`config.mk`:
```
export PLATFORM = sky130hd
export DESIGN_NAME = board_io_pixel_plot_sample_player_top
export DESIGN_NICKNAME = d
export VERILOG_FILES = /design/src/hw/rtl/bipsp_pkg.sv /design/src/hw/rtl/bipsp_latches.sv /design/src/hw/rtl/bipsp_sampler.sv /design/src/hw/rtl/bipsp_pixel.sv /design/src/hw/rtl/board_io_pixel_plot_sample_player_top.sv
export SDC_FILE = /design/constraint.sdc
export NUM_CORES = 1
export LEC_CHECK = 0
export ABC_AREA = 1
export BUFFER_PORTS_ARGS = -buffer_cell sky130_fd_sc_hd__buf_2
export CORE_MARGIN = 1
export CORE_UTILIZATION = 55
export CTS_CLUSTER_SIZE = 10
export DETAILED_ROUTE_END_ITERATION = 6
export PLACE_DENSITY_LB_ADDON = 0.05
export SKIP_LAST_GASP = 1
export SLEW_MARGIN = 20
export SYNTH_ARGS = -nofsm -noshare
export SYNTH_HDL_FRONTEND = slang
export SYNTH_SLANG_ARGS = --single-unit
```
`constraint.sdc`:
```
create_clock -name aclk -period 7.69 [get_ports aclk]
set_clock_uncertainty 0.05 [all_clocks]
set_input_delay 1.538 -clock aclk [delete_from_list [all_inputs] [get_ports aclk]]
set_output_delay 1.538 -clock aclk [all_outputs]
set_load 0.005 [all_outputs]
```
`src/hw/rtl/bipsp_pkg.sv`:
```
// Shared types, port numbers and command codes of the board glue block.
// No dependencies; every other file of the block imports this package.
package bipsp_pkg;

    localparam int SAMPLE_ADDR_BITS_DEF = 17;
    localparam int SAMPLE_ADDR_W        = 17;
    localparam int KEY_ROWS             = 6;
    localparam int KEY_ROW_W            = 8;

    typedef enum logic [1:0] {
        FUNC_IO_WRITE    = 2'd0,
        FUNC_IO_READ     = 2'd1,
        FUNC_VRAM_WRITE  = 2'd2,
        FUNC_SAMPLE_TICK = 2'd3
    } func_t;

    // I/O port numbers (low byte of the bus address).
    localparam logic [7:0] PORT_KEYS       = 8'h20;
    localparam logic [7:0] PORT_CTRL_A     = 8'h30;
    localparam logic [7:0] PORT_CTRL_B     = 8'h31;
    localparam logic [7:0] PORT_KEY_SELECT = 8'h32;
    localparam logic [7:0] PORT_SMP_START  = 8'h34;
    localparam logic [7:0] PORT_SMP_END    = 8'h35;

    // Commands on control port A.
    localparam logic [7:0] CMD_ROM_HIGH_CLR = 8'h00;
    localparam logic [7:0] CMD_ROM_HIGH_SET = 8'h01;
    localparam logic [7:0] CMD_FLIP_CLR     = 8'h02;
    localparam logic [7:0] CMD_FLIP_SET     = 8'h03;
    localparam logic [7:0] CMD_PAL0_CLR     = 8'h04;
    localparam logic [7:0] CMD_PAL0_SET     = 8'h05;
    localparam logic [7:0] CMD_PAL1_CLR     = 8'h06;
    localparam logic [7:0] CMD_PAL1_SET     = 8'h07;
    localparam logic [7:0] CMD_PAL2_CLR     = 8'h08;
    localparam logic [7:0] CMD_PAL2_SET     = 8'h09;
    localparam logic [7:0] CMD_DISP_OFF     = 8'h0a;
    localparam logic [7:0] CMD_DISP_ON      = 8'h0b;
    localparam logic [7:0] CMD_LAYER0       = 8'h0e;
    localparam logic [7:0] CMD_LAYER1       = 8'h0f;

    // Commands on control port B.
    localparam logic [7:0] CMD_HALF_LO      = 8'h0a;
    localparam logic [7:0] CMD_HALF_HI      = 8'h0b;
    localparam logic [7:0] CMD_ROM_LOW_CLR  = 8'h0c;
    localparam logic [7:0] CMD_ROM_LOW_SET  = 8'h0d;

    typedef struct packed {
        func_t        func;
        logic [14:0]  bus_address;
        logic [7:0]   write_data;
        logic [47:0]  key_rows;
    } item_t;

    // Latch values that the current item reads.
    typedef struct packed {
        logic [2:0] palette_bank;
        logic       layer_select;
        logic [5:0] key_row_select;
    } ctl_t;

    // Status after the item.
    typedef struct packed {
        logic [1:0] rom_bank;
        logic [2:0] control_flags;
    } status_t;

    typedef struct packed {
        logic [SAMPLE_ADDR_W-1:0] sample_addr;
        logic                     sample_valid;
        logic                     busy;
    } smp_t;

    typedef struct packed {
        logic [7:0] read_data;
        logic       pixel_valid;
        logic       pixel_layer;
        logic [7:0] pixel_row;
        logic [7:0] pixel_col;
        logic [7:0] color_left;
        logic [7:0] color_right;
    } pix_t;

endpackage

```
`src/hw/rtl/bipsp_latches.sv`:
```
// Control latches written over the I/O port: palette bank, flip, display,
// layer select, program ROM bank and key-row select. Uses bipsp_pkg.
module bipsp_latches import bipsp_pkg::*; (
    input  logic    aclk,
    input  logic    aresetn,
    input  logic    step,
    input  item_t   item,
    output ctl_t    ctl,
    output status_t status
);

    logic [2:0] palette_bank_reg, palette_bank_next;
    logic       layer_select_reg, layer_select_next;
    logic       flip_reg, flip_next;
    logic       display_on_reg, display_on_next;
    logic       rom_high_reg, rom_high_next;
    logic       rom_low_reg, rom_low_next;
    logic [5:0] key_select_reg, key_select_next;
    logic       io_write;
    logic [7:0] port;

    assign io_write = (item.func == FUNC_IO_WRITE);
    assign port     = item.bus_address[7:0];

    always_comb begin
        palette_bank_next = palette_bank_reg;
        layer_select_next = layer_select_reg;
        flip_next         = flip_reg;
        display_on_next   = display_on_reg;
        rom_high_next     = rom_high_reg;
        rom_low_next      = rom_low_reg;
        key_select_next   = key_select_reg;
        if (io_write && port == PORT_CTRL_A) begin
            unique case (item.write_data)
                CMD_ROM_HIGH_CLR: rom_high_next = 1'b0;
                CMD_ROM_HIGH_SET: rom_high_next = 1'b1;
                CMD_FLIP_CLR:     flip_next = 1'b0;
                CMD_FLIP_SET:     flip_next = 1'b1;
                CMD_PAL0_CLR:     palette_bank_next[0] = 1'b0;
                CMD_PAL0_SET:     palette_bank_next[0] = 1'b1;
                CMD_PAL1_CLR:     palette_bank_next[1] = 1'b0;
                CMD_PAL1_SET:     palette_bank_next[1] = 1'b1;
                CMD_PAL2_CLR:     palette_bank_next[2] = 1'b0;
                CMD_PAL2_SET:     palette_bank_next[2] = 1'b1;
                CMD_DISP_OFF:     display_on_next = 1'b0;
                CMD_DISP_ON:      display_on_next = 1'b1;
                CMD_LAYER0:       layer_select_next = 1'b0;
                CMD_LAYER1:       layer_select_next = 1'b1;
                default: ;
            endcase
        end
        if (io_write && port == PORT_CTRL_B) begin
            unique case (item.write_data)
                CMD_ROM_LOW_CLR: rom_low_next = 1'b0;
                CMD_ROM_LOW_SET: rom_low_next = 1'b1;
                default: ;
            endcase
        end
        if (io_write && port == PORT_KEY_SELECT) begin
            key_select_next = item.write_data[5:0];
        end
    end

    always_ff @(posedge aclk) begin
        if (!aresetn) begin
            palette_bank_reg <= '0;
            layer_select_reg <= 1'b0;
            flip_reg         <= 1'b0;
            display_on_reg   <= 1'b0;
            rom_high_reg     <= 1'b0;
            rom_low_reg      <= 1'b0;
            key_select_reg   <= '0;
        end else if (step) begin
            palette_bank_reg <= palette_bank_next;
            layer_select_reg <= layer_select_next;
            flip_reg         <= flip_next;
            display_on_reg   <= display_on_next;
            rom_high_reg     <= rom_high_next;
            rom_low_reg      <= rom_low_next;
            key_select_reg   <= key_select_next;
        end
    end

    assign ctl.palette_bank   = palette_bank_reg;
    assign ctl.layer_select   = layer_select_reg;
    assign ctl.key_row_select = key_select_reg;

    // A redraw is requested whenever the palette bank actually changes.
    assign status.rom_bank      = {rom_high_next, rom_low_next};
    assign status.control_flags = {(palette_bank_next != palette_bank_reg),
                                   display_on_next, flip_next};

endmodule

```
`src/hw/rtl/bipsp_sampler.sv`:
```
// Sample player: start/end page latches, ROM half select and the address
// pointer that steps once per tick while busy. Uses bipsp_pkg.
module bipsp_sampler import bipsp_pkg::*; #(
    parameter int SAMPLE_ADDR_BITS = SAMPLE_ADDR_BITS_DEF
) (
    input  logic  aclk,
    input  logic  aresetn,
    input  logic  step,
    input  item_t item,
    output smp_t  smp
);

    logic [7:0]                  start_page_reg, start_page_next;
    logic [7:0]                  end_page_reg, end_page_next;
    logic                        half_reg, half_next;
    logic                        busy_reg, busy_next;
    logic [SAMPLE_ADDR_BITS-1:0] pointer_reg, pointer_next;
    logic [SAMPLE_ADDR_BITS-1:0] pointer_inc;
    logic [SAMPLE_ADDR_BITS-1:0] rom_addr;
    logic                        io_write;
    logic                        emit;
    logic [7:0]                  port;

    assign io_write    = (item.func == FUNC_IO_WRITE);
    assign port        = item.bus_address[7:0];
    assign emit        = (item.func == FUNC_SAMPLE_TICK) && busy_reg;
    assign pointer_inc = pointer_reg + 1'b1;
    // The half select adds half the address space; any carry drops out.
    assign rom_addr    = pointer_reg + {half_reg, {(SAMPLE_ADDR_BITS-1){1'b0}}};

    always_comb begin
        start_page_next = start_page_reg;
        end_page_next   = end_page_reg;
        half_next       = half_reg;
        busy_next       = busy_reg;
        pointer_next    = pointer_reg;
        if (io_write && port == PORT_CTRL_B) begin
            unique case (item.write_data)
                CMD_HALF_LO: half_next = 1'b0;
                CMD_HALF_HI: half_next = 1'b1;
                default: ;
            endcase
        end
        if (io_write && port == PORT_SMP_START) begin
            start_page_next = item.write_data;
        end
        if (io_write && port == PORT_SMP_END) begin
            end_page_next = item.write_data;
            pointer_next  = SAMPLE_ADDR_BITS'({start_page_reg, 8'h00});
            busy_next     = 1'b1;
        end
        if (emit) begin
            pointer_next = pointer_inc;
            if (pointer_inc[15:8] == end_page_reg) begin
                busy_next = 1'b0;
            end
        end
    end

    always_ff @(posedge aclk) begin
        if (!aresetn) begin
            start_page_reg <= '0;
            end_page_reg   <= '0;
            half_reg       <= 1'b0;
            busy_reg       <= 1'b0;
            pointer_reg    <= '0;
        end else if (step) begin
            start_page_reg <= start_page_next;
            end_page_reg   <= end_page_next;
            half_reg       <= half_next;
            busy_reg       <= busy_next;
            pointer_reg    <= pointer_next;
        end
    end

    assign smp.sample_addr  = emit ? SAMPLE_ADDR_W'(rom_addr) : '0;
    assign smp.sample_valid = emit;
    assign smp.busy         = busy_next;

endmodule

```
`src/hw/rtl/bipsp_pixel.sv`:
```
// Pixel pair colouring for video RAM writes and the key-matrix read.
// Pure combinational datapath; uses bipsp_pkg.
module bipsp_pixel import bipsp_pkg::*; (
    input  item_t item,
    input  ctl_t  ctl,
    output pix_t  pix
);

    logic [7:0] base;
    logic [7:0] lo_ext, hi_ext;
    logic [7:0] lo_color, hi_color;
    logic [7:0] key_or;
    logic       vram;
    logic       key_read;

    assign vram     = (item.func == FUNC_VRAM_WRITE);
    assign key_read = (item.func == FUNC_IO_READ) && (item.bus_address[7:0] == PORT_KEYS);
    assign base     = {ctl.palette_bank, 5'b0_0000};
    assign lo_ext   = {4'b0000, item.write_data[3:0]};
    assign hi_ext   = {4'b0000, item.write_data[7:4]};

    // Layer 1 keeps a zero nibble transparent and uses the upper half of
    // the bank; layer 0 uses the lower half.
    always_comb begin
        if (ctl.layer_select) begin
            lo_color = (lo_ext == 8'h00) ? 8'h00 : lo_ext + base + 8'h10;
            hi_color = (hi_ext == 8'h00) ? 8'h00 : hi_ext + base + 8'h10;
        end else begin
            lo_color = lo_ext + base;
            hi_color = hi_ext + base;
        end
    end

    always_comb begin
        key_or = '0;
        for (int i = 0; i < KEY_ROWS; i++) begin
            if (ctl.key_row_select[i]) begin
                key_or = key_or | item.key_rows[i*KEY_ROW_W +: KEY_ROW_W];
            end
        end
    end

    assign pix.read_data   = key_read ? key_or : 8'h00;
    assign pix.pixel_valid = vram;
    assign pix.pixel_layer = vram & ctl.layer_select;
    assign pix.pixel_row   = vram ? item.bus_address[14:7] : 8'h00;
    assign pix.pixel_col   = vram ? {item.bus_address[6:0], 1'b0} : 8'h00;
    assign pix.color_left  = vram ? lo_color : 8'h00;
    assign pix.color_right = vram ? hi_color : 8'h00;

endmodule

```
`src/hw/rtl/board_io_pixel_plot_sample_player_top.sv`:
```
// Board glue top level: input register, control latches, sample player,
// pixel/key datapath and result register. Uses bipsp_pkg and all bipsp_* modules.
//
// Usage:
//   The s_ channel carries one request per item: func selects an I/O port
//   write, a key-port read, a video RAM write or a sample tick. Every
//   request yields exactly one result on the m_ channel, in order.
//   An accepted request sits in the input register until it advances; then
//   the latch update and result logic load the result register, which
//   raises m_valid. Throughput is one request per cycle; a request waits
//   in the input register only while the result register is full and
//   m_ready is low.
//   When the receiver stalls, the result holds, one more request is taken
//   into the input register, and then s_ready drops until m_ready returns.
//   Status fields (rom_bank, control_flags, player_busy) show the latch values after
//   the request. All latches and the player are cleared by a synchronous active-low
//   aresetn; the user, not s_ready, keeps requests from being accepted in reset.
module board_io_pixel_plot_sample_player_top import bipsp_pkg::*; #(
    parameter int SAMPLE_ADDR_BITS = SAMPLE_ADDR_BITS_DEF
) (
    input  logic                     aclk,
    input  logic                     aresetn,
    input  logic                     s_valid,
    output logic                     s_ready,
    input  logic [1:0]               s_func,
    input  logic [14:0]              s_bus_address,
    input  logic [7:0]               s_write_data,
    input  logic [47:0]              s_key_rows,
    output logic                     m_valid,
    input  logic                     m_ready,
    output logic [7:0]               m_read_data,
    output logic [SAMPLE_ADDR_W-1:0] m_sample_addr,
    output logic                     m_sample_valid,
    output logic                     m_pixel_valid,
    output logic                     m_pixel_layer,
    output logic [7:0]               m_pixel_row,
    output logic [7:0]               m_pixel_col,
    output logic [7:0]               m_color_left,
    output logic [7:0]               m_color_right,
    output logic [1:0]               m_rom_bank,
    output logic [2:0]               m_control_flags,
    output logic                     m_player_busy
);

    logic    in_valid_reg;
    item_t   in_item_reg;
    logic    out_valid_reg;
    pix_t    pix_reg;
    smp_t    smp_reg;
    status_t status_reg;
    logic    advance;
    ctl_t    ctl;
    status_t status;
    smp_t    smp;
    pix_t    pix;

    assign advance = in_valid_reg && (!out_valid_reg || m_ready);
    assign s_ready = !in_valid_reg || advance;

    always_ff @(posedge aclk) begin
        if (!aresetn) begin
            in_valid_reg <= 1'b0;
        end else if (s_valid && s_ready) begin
            in_valid_reg <= 1'b1;
        end else if (advance) begin
            in_valid_reg <= 1'b0;
        end
    end

    always_ff @(posedge aclk) begin
        if (s_valid && s_ready) begin
            in_item_reg.func        <= func_t'(s_func);
            in_item_reg.bus_address <= s_bus_address;
            in_item_reg.write_data  <= s_write_data;
            in_item_reg.key_rows    <= s_key_rows;
        end
    end

    bipsp_latches u_latches (
        .aclk    (aclk),
        .aresetn (aresetn),
        .step    (advance),
        .item    (in_item_reg),
        .ctl     (ctl),
        .status  (status)
    );

    bipsp_sampler #(
        .SAMPLE_ADDR_BITS (SAMPLE_ADDR_BITS)
    ) u_sampler (
        .aclk    (aclk),
        .aresetn (aresetn),
        .step    (advance),
        .item    (in_item_reg),
        .smp     (smp)
    );

    bipsp_pixel u_pixel (
        .item (in_item_reg),
        .ctl  (ctl),
        .pix  (pix)
    );

    always_ff @(posedge aclk) begin
        if (!aresetn) begin
            out_valid_reg <= 1'b0;
        end else if (advance) begin
            out_valid_reg <= 1'b1;
        end else if (m_ready) begin
            out_valid_reg <= 1'b0;
        end
    end

    always_ff @(posedge aclk) begin
        if (advance) begin
            pix_reg    <= pix;
            smp_reg    <= smp;
            status_reg <= status;
        end
    end

    assign m_valid         = out_valid_reg;
    assign m_read_data     = pix_reg.read_data;
    assign m_sample_addr   = smp_reg.sample_addr;
    assign m_sample_valid  = smp_reg.sample_valid;
    assign m_pixel_valid   = pix_reg.pixel_valid;
    assign m_pixel_layer   = pix_reg.pixel_layer;
    assign m_pixel_row     = pix_reg.pixel_row;
    assign m_pixel_col     = pix_reg.pixel_col;
    assign m_color_left    = pix_reg.color_left;
    assign m_color_right   = pix_reg.color_right;
    assign m_rom_bank      = status_reg.rom_bank;
    assign m_control_flags = status_reg.control_flags;
    assign m_player_busy   = smp_reg.busy;

    // The input register only backs up while the result register is stuck.
    a_ready_low_only_when_full: assert property (@(posedge aclk) disable iff (!aresetn)
        !s_ready |-> (in_valid_reg && out_valid_reg && !m_ready))
        else $error("s_ready low without a full, stalled pipeline");

    // A request that leaves the input register always lands in the result register.
    a_advance_fills_result: assert property (@(posedge aclk) disable iff (!aresetn)
        advance |=> out_valid_reg)
        else $error("advanced request did not produce a result");

    // A result never carries both a pixel pair and a sample address.
    a_pixel_sample_exclusive: assert property (@(posedge aclk) disable iff (!aresetn)
        out_valid_reg |-> !(m_pixel_valid && m_sample_valid))
        else $error("pixel and sample valid in one result");

    // A sample address is only emitted by a tick.
    a_sample_only_on_tick: assert property (@(posedge aclk) disable iff (!aresetn)
        advance && smp.sample_valid |-> in_item_reg.func == FUNC_SAMPLE_TICK)
        else $error("sample address emitted outside a tick");

endmodule
```
=== Word level (Yosys, flattened, before mapping) ===
Index checks and enable logic that the tools add are counted.

* Input port bits: 77
* ROM bits: 0
* Memories kept: 0
* Flip-flop bits (word level): 190
* Output and inout bits: 68
* RAM bits: 0
* Logic and storage cells: 130
* Bits in latches: 0

* Shift-type cells: 0
* Bitwise gates (word level): 6
* $mul: 0
* Add/sub/neg operators: 6
* Mux-type cells: 33
* Reduce and logical (&&, ||, !) cells: 28
* Div/mod/pow operators: 0
* Order comparisons: 0
* Eq/ne operators: 26

{| class="wikitable"
|+ Operators by type and width
! operator !! number
|-
| $mux W8 || 10
|-
| $eq A8 B4 Y1 const B || 8
|-
| $eq A8 B6 Y1 const B || 6
|-
| $or A8 B8 Y8 || 5
|-
| $mux W17 || 2
|-
| $eq A8 B3 Y1 const B || 4
|-
| $logic_not A8 Y1 || 3
|-
| $pmux W1 S2 || 9
|-
| $add A17 B1 Y17 const B || 1
|-
| $add A17 B17 Y17 || 1
|-
| $add A4 B8 Y8 || 2
|-
| $add A8 B5 Y8 const B || 2
|-
| $eq A8 B2 Y1 const B || 2
|-
| $mux W1 || 11
|-
| $reduce_bool A2 Y1 || 5
|-
| $logic_and A1 B1 Y1 || 9
|-
| $eq A8 B1 Y1 const B || 1
|-
| $eq A8 B8 Y1 || 1
|-
| $reduce_and A2 Y1 || 4
|-
| $reduce_and A3 Y1 || 2
|-
| $eq A2 B2 Y1 const B || 2
|-
| $mux W3 || 1
|-
| $ne A3 B3 Y1 || 1
|-
| $eq A2 B1 Y1 const B || 1
|-
| other kinds (4) || 6
|}

=== Logic depth before layout (Yosys ltp) ===
* Depth after elaboration: 11
* Gate-level depth with buffers: 13
* Depth with buffers taken out: 13

=== Modules after synthesis ===
From an unflattened synthesis, not the netlist that was laid out.

* Cells, all modules: 855
* Area total of the unflattened synthesis: 8305.5 um2

{| class="wikitable"
|+ Modules (own cells, without submodules)
! module !! cells an instance !! times used !! area each (um2) !! seq. area each (um2)
|-
| board_io_pixel_plot_sample_player_top || 152 || 1 || 4269.1 || 4214.0
|-
| bipsp_sampler || 326 || 1 || 2134.5 || 700.7
|-
| bipsp_latches || 178 || 1 || 1092.3 || 280.3
|-
| bipsp_pixel || 199 || 1 || 809.5 || 0.0
|}

=== Worst setup path before layout ===
OpenSTA, ideal clock, no wires.

* Kind: input port to flip-flop
* Start point: input m_ready
* End point: register u_latches.flip_reg
* Slack: 3.365 ns
* Setup time: 0.097 ns
* Required time: 7.543 ns
* Arrival: 4.178 ns
* Stages: 7
* Buffers on the path: 1
* Path through: inv_1 > nand2_1 > nand2_1 > inv_1 > clkbuf_1 > o21ai_0 > a21oi_1

* Cells in the longest elaborated chain, start to end: 2

{| class="wikitable"
|+ Ends and longest elaborated chain
! what !! RTL line !! text
|-
| start: declaration || board_io_pixel_plot_sample_player_top.sv:30 || <nowiki>input logic m_ready,</nowiki>
|-
| $logic_or A1 B1 Y1 || board_io_pixel_plot_sample_player_top.sv:57 || <nowiki>assign advance = in_valid_reg && (!out_valid_reg || m_ready);</nowiki>
|-
| $logic_and A1 B1 Y1 || board_io_pixel_plot_sample_player_top.sv:57 ||
|-
| net advance || board_io_pixel_plot_sample_player_top.sv:51 || <nowiki>logic advance;</nowiki>
|-
| end signal: assignment || bipsp_latches.sv:76 || <nowiki>flip_reg <= flip_next;</nowiki>
|-
| end: declaration || bipsp_latches.sv:14 || <nowiki>logic flip_reg, flip_next;</nowiki>
|}

The timed path passes the listed nets, and every way through them passes these cells.
A chain may end at the register's enable or synchronous reset.

=== Final worst setup path ===
* Start point: input m_ready
* End point: output s_ready

* Cells in the longest elaborated chain, start to end: 3

{| class="wikitable"
|+ Ends and longest elaborated chain
! what !! RTL line !! text
|-
| $logic_or A1 B1 Y1 || board_io_pixel_plot_sample_player_top.sv:57 ||
|-
| $logic_and A1 B1 Y1 || board_io_pixel_plot_sample_player_top.sv:57 ||
|-
| $logic_or A1 B1 Y1 || board_io_pixel_plot_sample_player_top.sv:58 || <nowiki>assign s_ready = !in_valid_reg || advance;</nowiki>
|-
| end: declaration || board_io_pixel_plot_sample_player_top.sv:24 || <nowiki>output logic s_ready,</nowiki>
|}

No other way between the ends.

==> flow_summary.ini <==
[sta]
max_freq_mhz = 283
relSlewSlack_pct = 38.0
min_period_ns = 3.53
setup_viol = 0
setup_ws_ns = 4.16
min_period_over_period_pct = 45.9
finalSetupTns_ns = 0
drv_slew = 0
worstMarginPinSlew_ns = 0.931
rsz0062_at_grt = no
finalHoldViolCount = 0

[worst_setup_path]
r2r_cells = 6
worst-r2r-setup-slack_ns = 5.44
critPathBufInv = 3
startpoint_type = input port
cp_max_fo = 3
crit_path_max_incr_delay_ns = 0.14
crit_required_ns = 6.10
rr_endpoint = u_latches.palette_bank_reg[2]$_SDFFE_PN0P_
path_cells = buf_2, inv_1, nand3_1, buf_2
slowest_stage = buf_2
path_common_cell = buf_2
critPathCaptureType = primary output
worstReg2RegStart = m_valid$_SDFFE_PN0P_
path_class = in -> out
critPathTopFamily = buffers and inverters
arrival_ns = 1.94

[clock_tree]
clock_path_buffers = 2
cts_setup_buffers = 0
ctsRootBufferMaster = clkbuf_16
cts_tree = built
hold_buffers = 0
clock_sinks = 189
cts_buffers = 17
path_clk_slew_ns = 0.06
clk_latency_ns = 0.42
post_cts_resized = 0
htree_levels = 4

[placement]
place_ws_ns = 4.07
io_buffers = 143
gp_congestion = 0.888
dp_hpwl_um = 10200

[run]
drv_cap = 0

[detailed_routing]
final_antenna_net_count = 0
drc_errors = 2
dr.pass1.iters = 7
vias_per_cell = 5.17
wl_um = 14900
vias = 5345
drt-wirelength-per-cell_um = 14.4
drt_iter0_markers = 375

[cells_and_area]
layout.nets = 922
largest_reg_flops = 73
n_antenna_cell = 0
synthToLayoutAreaGrowth_pct = 18.4
fill_cells = 1033
drive_above_1_share_pct = 24.0
seqCellArea_mm2 = 0.00516
multi_input_area_mm2 = 0.00200

[pwr]
combPwrFrac_pct = 4.5
p_leak_nw = 3.60
p_sw_uw = 431
p_seq_share_pct = 55.2
peakVddDrop_mv = 0.146
p_int_mw = 1.66
power.share.clock_pct = 40.3
powerDensity_mw_per_mm2 = 231
switching_share_pct = 20.6
finalPower_mw = 2.09

[run_status]
violations = DRC
status = finished with violations

[grt]
grt_max_degree = 78
globalRouteOverflowTotal = 0
grt_pass1_wl_um = 23900
grt.total_usage_pct = 22.0
antenna_found_initial = 0
grt_pass1_vias = 5113

[yosys]
synth_top_family_by_area = simple AND/OR/NAND/NOR gates
synth-simple-area-share_pct = 17.3
synth_mux_area_share_pct = 0
synth_nets = 781
yosysTopAreaCell = edfxtp_1
syn_inst = 703
yosysUniqueCellTypes = 45
synth_compound_area_share_pct = 8.44
ys_seq_area_share_pct = 67.8
synth_area_leaders = edfxtp_1, dfxtp_1, nand2_1
synth_top_area_share_pct = 54.4
ys_ff_latch = 189
yosys.area_share.xor_xnor_pct = 0.230
synthAdderAreaFrac_pct = 0.164
ys_warn_count = 0
syn_area_per_cell_um2 = 10.8
netlist_area_mm2 = 0.00762

[hold_path]
min_path_type = reg -> reg
worstHoldStart = u_sampler.start_page_reg[0]$_SDFFE_PN0P_
whs_path_depth = 2
whs_endpoint = u_sampler.pointer_reg[8]$_SDFFE_PN0P_

[die]
rows = 42
core_mm2 = 0.0133
die_x_um = 120
ioPinCount = 145
die-area_mm2 = 0.0143
initial_core_util_pct = 57.1
die_h_um = 120
layer usage:
| layer | up-vias | global-route usage [%] | wire [um] |
|---|---|---|---|
| met5 | - | 0 | 0 |
| li1 | 2680 | - | - |
| met3 | 25 | 5.75 | 976 |
| met2 | 193 | 37.1 | 7430 |
| met1 | 2447 | 26.6 | 6200 |
| met4 | 0 | 9.61 | 281 |
layout by cell type, fill, tap and decap left out, types with 2 or more instances in the layout:
cell type / n
a211oi_1: 10
a21oi_1: 45
a221oi_1: 8
buf_2: 143
buf_4: 2
clkbuf_1: 4
clkbuf_16: 18
clkbuf_8: 2
clkinv_1: 3
clkinv_4: 3
dfxtp_1: 51
edfxtp_1: 138
inv_1: 72
inv_2: 10
inv_6: 3
nand2_1: 122
nand2_4: 2
nand3_1: 45
nand3b_1: 3
nand4_1: 9
nand4_2: 2
nor2_1: 79
nor2_2: 5
nor2_4: 2
nor3_1: 9
nor3_2: 2
nor3_4: 2
o21ai_0: 24
o21ai_1: 19
worst min-delay path: stages (launching register included):
cell,delay (ns)
dfxtp_1,0.32
nand2_1,0.07
a31oi_1,0.07
Yosys cell counts (all sizes together):
cell type / number
edfxtp: 138
nand2: 125
nor2: 86
inv: 83
dfxtp: 51
a21oi: 46
nand3: 46
o21ai: 44
clkbuf: 16
nor3: 13
nand4: 11
a211oi: 10
a221oi: 8
buf: 7
clkinv: 3
nand3b: 3
nor4: 3
a31oi: 1
and2: 1
conb: 1
ha: 1
o211ai: 1
o21a: 1
o22ai: 1
o31ai: 1
xnor2: 1
xor2: 1
how the worst max path moves through the flow:
stage / to / cells past startpoint / start / slack (ns)
global placement: s_ready / 4 / m_ready / 4.18
finish: s_ready / 4 / m_ready / 4.16
CTS: s_ready / 4 / m_ready / 4.16
global route: s_ready / 4 / m_ready / 4.11
floorplan: u_latches.flip_reg$_SDFFE_PN0P_ / 7 / m_ready / 3.36
detailed placement: u_latches.palette_bank_reg[2]$_SDFFE_PN0P_ / 8 / m_ready / 4.07
logic make-up (layout without fill, tap and decap cells):
family                   Yosys count  count (layout)
AND/OR/NAND/NOR                  288             288
other                              1               1
adder cells (fa/ha/maj)            1               1
flip-flops                       189             189
AO/OA/AOI/OAI                    113             113
XOR/XNOR                           2               2
buffers and inverters            109             263
final cells by class:
type	count	area share, %
Multi-Input combinational cell	405	22.1
Clock inverter	8	0.902
Clock buffer	24	5.47
Timing Repair Buffer	145	8.10
Tap cell	176	2.44
Inverter	86	3.69
Sequential cell	189	57.3
power by group through the flow:
| stage | sequential [mW] | clock [mW] | combinational (mW) |
|---|---|---|---|
| after floorplan | 1.18 | 0 | 0.0435 |
| after global placement | 1.17 | 0 | 0.0925 |
| after detailed placement | 1.17 | 0 | 0.0944 |
| after CTS | 1.15 | 0.852 | 0.0946 |
| after global routing | 1.16 | 0.893 | 0.104 |
| final | 1.15 | 0.842 | 0.0930 |
metrics by stage:
stage                     hold WS [ns]  cells  instance area (um^2)  util, %
after floorplan                  0.407    703                  7620        -
after global routing             0.484   1033                  9020     67.6
after CTS                        0.464   1033                  9020     67.6
after global placement           0.441   1001                  8450     63.3
after detailed placement         0.452   1001                  8450     63.3
final                            0.464   1033                  9020     67.6
Power figures use the tool's default switching activity.
